File: src/rtl/fspa_pkg.sv
`default_nettype none
package fspa_pkg;

  localparam int STORE_ITEMS = 1024;
  localparam int INDEX_SLOTS = 1024;
  localparam int CAPACITY = (STORE_ITEMS > INDEX_SLOTS) ? INDEX_SLOTS : STORE_ITEMS;
  localparam int ADDR_W = $clog2(CAPACITY);

  localparam int INDEX_W = 10;
  localparam int COUNT_W = 11;

  localparam logic [COUNT_W-1:0] CLUTCH_MIN = 11'd15;
  localparam logic [COUNT_W-1:0] CLUTCH_MAX = 11'd1024;
  localparam logic [COUNT_W-1:0] CLUTCH_RESET = 11'd64;
  localparam logic [COUNT_W-1:0] COUNT_MAX = 11'd2047;
  localparam logic [COUNT_W:0] CAPACITY_W = (COUNT_W + 1)'(CAPACITY);

  localparam logic CMD_ALLOC = 1'b0;
  localparam logic CMD_FREE = 1'b1;

  localparam logic [1:0] STATUS_ALLOCATED = 2'd0;
  localparam logic [1:0] STATUS_FREED = 2'd1;
  localparam logic [1:0] STATUS_EXHAUSTED = 2'd2;

  typedef struct packed {
    logic capture;
    logic exec;
    logic mem_read;
    logic pop;
  } ctl_cmd_t;

  typedef struct packed {
    logic pop_needed;
  } ctl_sts_t;

endpackage
`default_nettype wire

File: src/rtl/fspa_ctrl.sv
`default_nettype none
module fspa_ctrl (
  input  wire logic                clk,
  input  wire logic                rst,
  input  wire logic                in_valid,
  output logic                     in_ready,
  output logic                     out_valid,
  input  wire logic                out_ready,
  input  wire fspa_pkg::ctl_sts_t  sts,
  output fspa_pkg::ctl_cmd_t       cmd
);

  typedef enum logic [1:0] {
    ST_IDLE,
    ST_EXEC,
    ST_POP
  } state_t;

  state_t state;
  logic out_free;

  // The result register is free when empty or being drained this cycle.
  assign out_free = !out_valid || out_ready;
  assign in_ready = (state == ST_IDLE);

  always_comb begin
    cmd = '0;
    unique case (state)
      ST_IDLE: begin
        cmd.capture = in_valid;
      end
      ST_EXEC: begin
        if (out_free) begin
          cmd.mem_read = sts.pop_needed;
          cmd.exec = !sts.pop_needed;
        end
      end
      ST_POP: begin
        cmd.pop = 1'b1;
      end
      default: begin
        cmd = '0;
      end
    endcase
  end

  always_ff @(posedge clk) begin
    if (rst) begin
      state <= ST_IDLE;
      out_valid <= 1'b0;
    end else begin
      // A result is loaded only while the output register is free.
      if (cmd.exec || cmd.pop) begin
        out_valid <= 1'b1;
      end else if (out_ready) begin
        out_valid <= 1'b0;
      end
      unique case (state)
        ST_IDLE: begin
          if (in_valid) begin
            state <= ST_EXEC;
          end
        end
        ST_EXEC: begin
          if (out_free) begin
            if (sts.pop_needed) begin
              state <= ST_POP;
            end else begin
              state <= ST_IDLE;
            end
          end
        end
        ST_POP: begin
          state <= ST_IDLE;
        end
        default: begin
          state <= ST_IDLE;
        end
      endcase
    end
  end

endmodule
`default_nettype wire

File: config.mk
export PLATFORM = sky130hd
export DESIGN_NAME = fspa_ctrl
export DESIGN_NICKNAME = d
export VERILOG_FILES = /design/src/rtl/fspa_pkg.sv /design/src/rtl/fspa_ctrl.sv
export SDC_FILE = /design/constraint.sdc
export NUM_CORES = 1
export LEC_CHECK = 0
export BUFFER_PORTS_ARGS = -buffer_cell sky130_fd_sc_hd__clkbuf_2
export CAP_MARGIN = 20
export CELL_PAD_IN_SITES_DETAIL_PLACEMENT = 1
export CELL_PAD_IN_SITES_GLOBAL_PLACEMENT = 1
export CORE_AREA = 2 2 39 41
export DETAILED_ROUTE_END_ITERATION = 8
export DIE_AREA = 0 0 41 43
export PLACE_DENSITY_LB_ADDON = 0.1
export REMOVE_ABC_BUFFERS = 1
export SLEW_MARGIN = 20
export SYNTH_ARGS = -nofsm -noshare
export SYNTH_HDL_FRONTEND = slang
export SYNTH_SLANG_ARGS = --single-unit
File: constraint.sdc
create_clock -name clk -period 2 [get_ports clk]
set_input_delay 0.1 -clock clk [delete_from_list [all_inputs] [get_ports clk]]
set_output_delay 0.1 -clock clk [all_outputs]
set_load 0.01 [all_outputs]
# After elaboration in Yosys (flattened, before gate mapping)
# Cells that the tools add are included.
# classes
n_mux,10
n_eq_ne,4
n_mul,0
add_sub_neg,0
n_div,0
n_reduce_logical,7
n_lt_le_gt_ge,0
shifts,0
n_bitwise,0
# op_table
operator,n
2-bit two-way mux,5
1-bit two-way mux,4
2-bit != test (second input constant),2
2-bit case mux with 2 select lines,1
2-bit by 1-bit equality test with 1-bit output (second input constant),1
2-bit equality test (second input constant),1
1-bit zero test,2
2-bit zero test,1
1-bit logical OR,2
2-bit AND reduction,1
2-bit nonzero test,1
# totals
ram_bits,0
input_bits,5
mem_count,0
wordCells,23
latchBits,0
output_inout_bits,6
mem_bits_ro,0
reg_bits,3

# Longest topological paths before layout
# depth
depth_word,6
mapped_depth,2
ltp_nobuf,2

# Least setup slack after synthesis
# OpenSTA, ideal clock, no wires.
# synth_timing
path_kind,register -> output
from,register out_valid
to,output port cmd[1] (netlist name)
slack_ns,1.065
required_time_ns,1.900
t_arrival_ns,0.835
path_buffers,0
stages_incl_launch_ff,3
path_cell_list,dfxtp_1 nor2b_1 nor3b_1
# synth_rtl
element,line_no,source
"start, declared",fspa_ctrl.sv:7,"output logic out_valid,"
"start signal, assigned",fspa_ctrl.sv:50,out_valid <= 1'b0;
"start signal, assigned",fspa_ctrl.sv:54,out_valid <= 1'b1;
"start signal, assigned",fspa_ctrl.sv:56,out_valid <= 1'b0;
"end, declared",fspa_ctrl.sv:10,output fspa_pkg::ctl_cmd_t cmd

==> flow_summary.ini <==
[outcome]
status = complete, no violations

[grt]
grt_max_degree = 7
grt_overflow = 0
grt_pass1_wl_um = 696
gr-usage-all-layers = 0.06607
antenna_found_initial = 0
grt_pass1_vias = 171

[critical_path]
cp-end-kind = output pin
cp.arrival_ns = 1.11
required_ns = 1.90
start_kind = register
critPathMaxStageDelay_ns = 0.33
critPathBufInv = 1
crit_chain = nor2b_1 > nor3b_1 > clkbuf_2
cp_max_fo = 4
critPathTopFamily = simple AND/OR/NAND/NOR gates
critPathKind = register to output pin
cp_slowest_cell = dfxtp_1

[synth]
synth_compound_area_frac = 0.1032
synth_top_family_by_area = simple AND/OR/NAND/NOR gates
synth_fa_ha_area_frac = 0
yosys.area.top_type = dfxtp_1
synth_xor_xnor_area_share = 0
syn_avg_cell_area_sq_um = 9.274
synth_seq_cells = 3
synth_cell_types = 12
synth_warnings = 0
synth.top_cell.area_share = 0.3810
yosysSeqAreaShare = 0.3810
muxShareOfSynthArea = 0
netlist_area_sq_um = 157.7
netlist_top_cells_area = dfxtp_1, nor3b_1, nor4b_2, nand2b_1, nor2b_1
yosys.area_share.simple = 0.4921
netlist_instances = 17

[clock_tree]
cts_tree = yes
cts_sinks = 3
insertion_delay_ns = 0.23
ctsResizeCount = 0
clkTransAtPathRegs_ns = 0.03
post-cts-setup-buffers = 0
cts-buffers-inserted = 3
cts_root_buf = clkbuf_4
clockBufferDepth = 2
cts-htree-levels = 1
cts_hold_buf = 0

[die]
die_y_um = 43
dieArea_sq_um = 1763
start_util = 0.1139
io_pins = 11
core_area_sq_um = 1384
core.rowCount = 14
chipWidth_um = 41

[detailed_routing]
drt_iter0_markers = 0
vias = 171
wl_per_cell_um = 9.277
first_pass_iters = 1
wirelength_um = 436
drc = 0
ant_nets = 0
avgViaCountPerCell = 3.638

[power_and_ir_drop]
irDropWorstVdd_mv = 0.2353
pwr_density_cell_nw_per_um2 = 774.3
leakagePower_nw = 0.1125

[sta]
finalHoldViolations = 0
slew_headroom = 0.7797
final-setup-viol-count = 0
skew_ns = 0.0007659
fin_crit_sh = 0.6063
fmax_mhz = 824.6
period_needed_ns = 1.213
drv_slew = 0
worstMarginPinSlew_ns = 0.3297
tns_ns = 0
rsz0062_at_grt = no

[layout]
final_common_cell = clkbuf_2
diodes = 0
fillers = 171
drive_gt1_frac = 0.4516
final_cell_mix = clkbuf_2, clkbuf_4, dfxtp_1
final_nets = 37
area_growth_pct = 61.11
final_util = 0.1835

[min_path]
min_path_type = input pin to register

[place]
portBuffers = 10
gp_congestion = 0.6588

[flow_run]
cap_viol_max_count = 0
## metrics by stage
step	std cells	setup slack, ns	instance area (sq um)	hold WS [ns]	power (mW)
CTS	47	0.7625	254.0	0.07958	0.2052
detailed placement	43	1.017	227.7	0.3281	0.09492
global placement	43	1.016	227.7	0.3236	0.09451
global route	47	0.6476	254.0	0.09215	0.2094
floorplan	17	1.065	157.7	0.1714	0.08069
finish	47	0.7874	254.0	0.08580	0.1967
## per-layer routing
metal / GRT usage / vias up / share of wire
met2: 0.06875 / 5 / 0.50
met5: 0 / - / 0
met4: 0.1000 / 0 / 0
li1: - / 89 / -
met3: 0.01571 / 0 / 0.039
met1: 0.08280 / 77 / 0.46
## synthesized netlist by cell type
| master | number |
|---|---|
| inv_1 | 1 |
| nor3b_1 | 2 |
| and2_1 | 1 |
| a211oi_1 | 1 |
| nor3_1 | 1 |
| nand2b_1 | 2 |
| nand3b_1 | 1 |
| o31a_1 | 1 |
| nor4b_2 | 1 |
| dfxtp_1 | 3 |
| nor2_1 | 1 |
| nor2b_1 | 2 |
## worst paths after layout
path	depth (start not counted)	endpoint	startpoint	slack, ns
min reg2reg	2	state[0]	out_valid	0.50
max	3	cmd[1]	out_valid	0.79
min	2	state[0]	rst	0.09
max reg2reg	2	out_valid	out_valid	1.10
## worst register-to-register path: stages (launching register included)
cell and delay [ns]:
dfxtp_1 0.31, nor2b_1 0.18, o31a_1 0.30
## where the power goes
part | switching [mW] | internal (mW) | total, mW
Clock | 0.0288 | 0.0746 | 0.103
Sequential | 0.00311 | 0.0632 | 0.0663
Combinational | 0.0135 | 0.0135 | 0.0270
Total | 0.0454 | 0.151 | 0.197
## layout make-up
type                    instances  area, sq um  area share
well taps                      16        20.02     0.07882
multi-input cells              13        93.84      0.3695
clock buffers                   4        26.28      0.1034
inverters                       1        3.754     0.01478
repair buffers                 10        50.05      0.1970
flip-flops and latches          3        60.06      0.2365
## cell families after synthesis
kind of cell | Yosys count
and+or+nand+nor | 11
buffers and inverters | 1
AOI/OAI and AO/OA | 2
DFF | 3
## registers in the layout, indices dropped and copies added, names as in the netlist
register / flops
state: 2
out_valid: 1
Power figures use the tool's default switching activity.
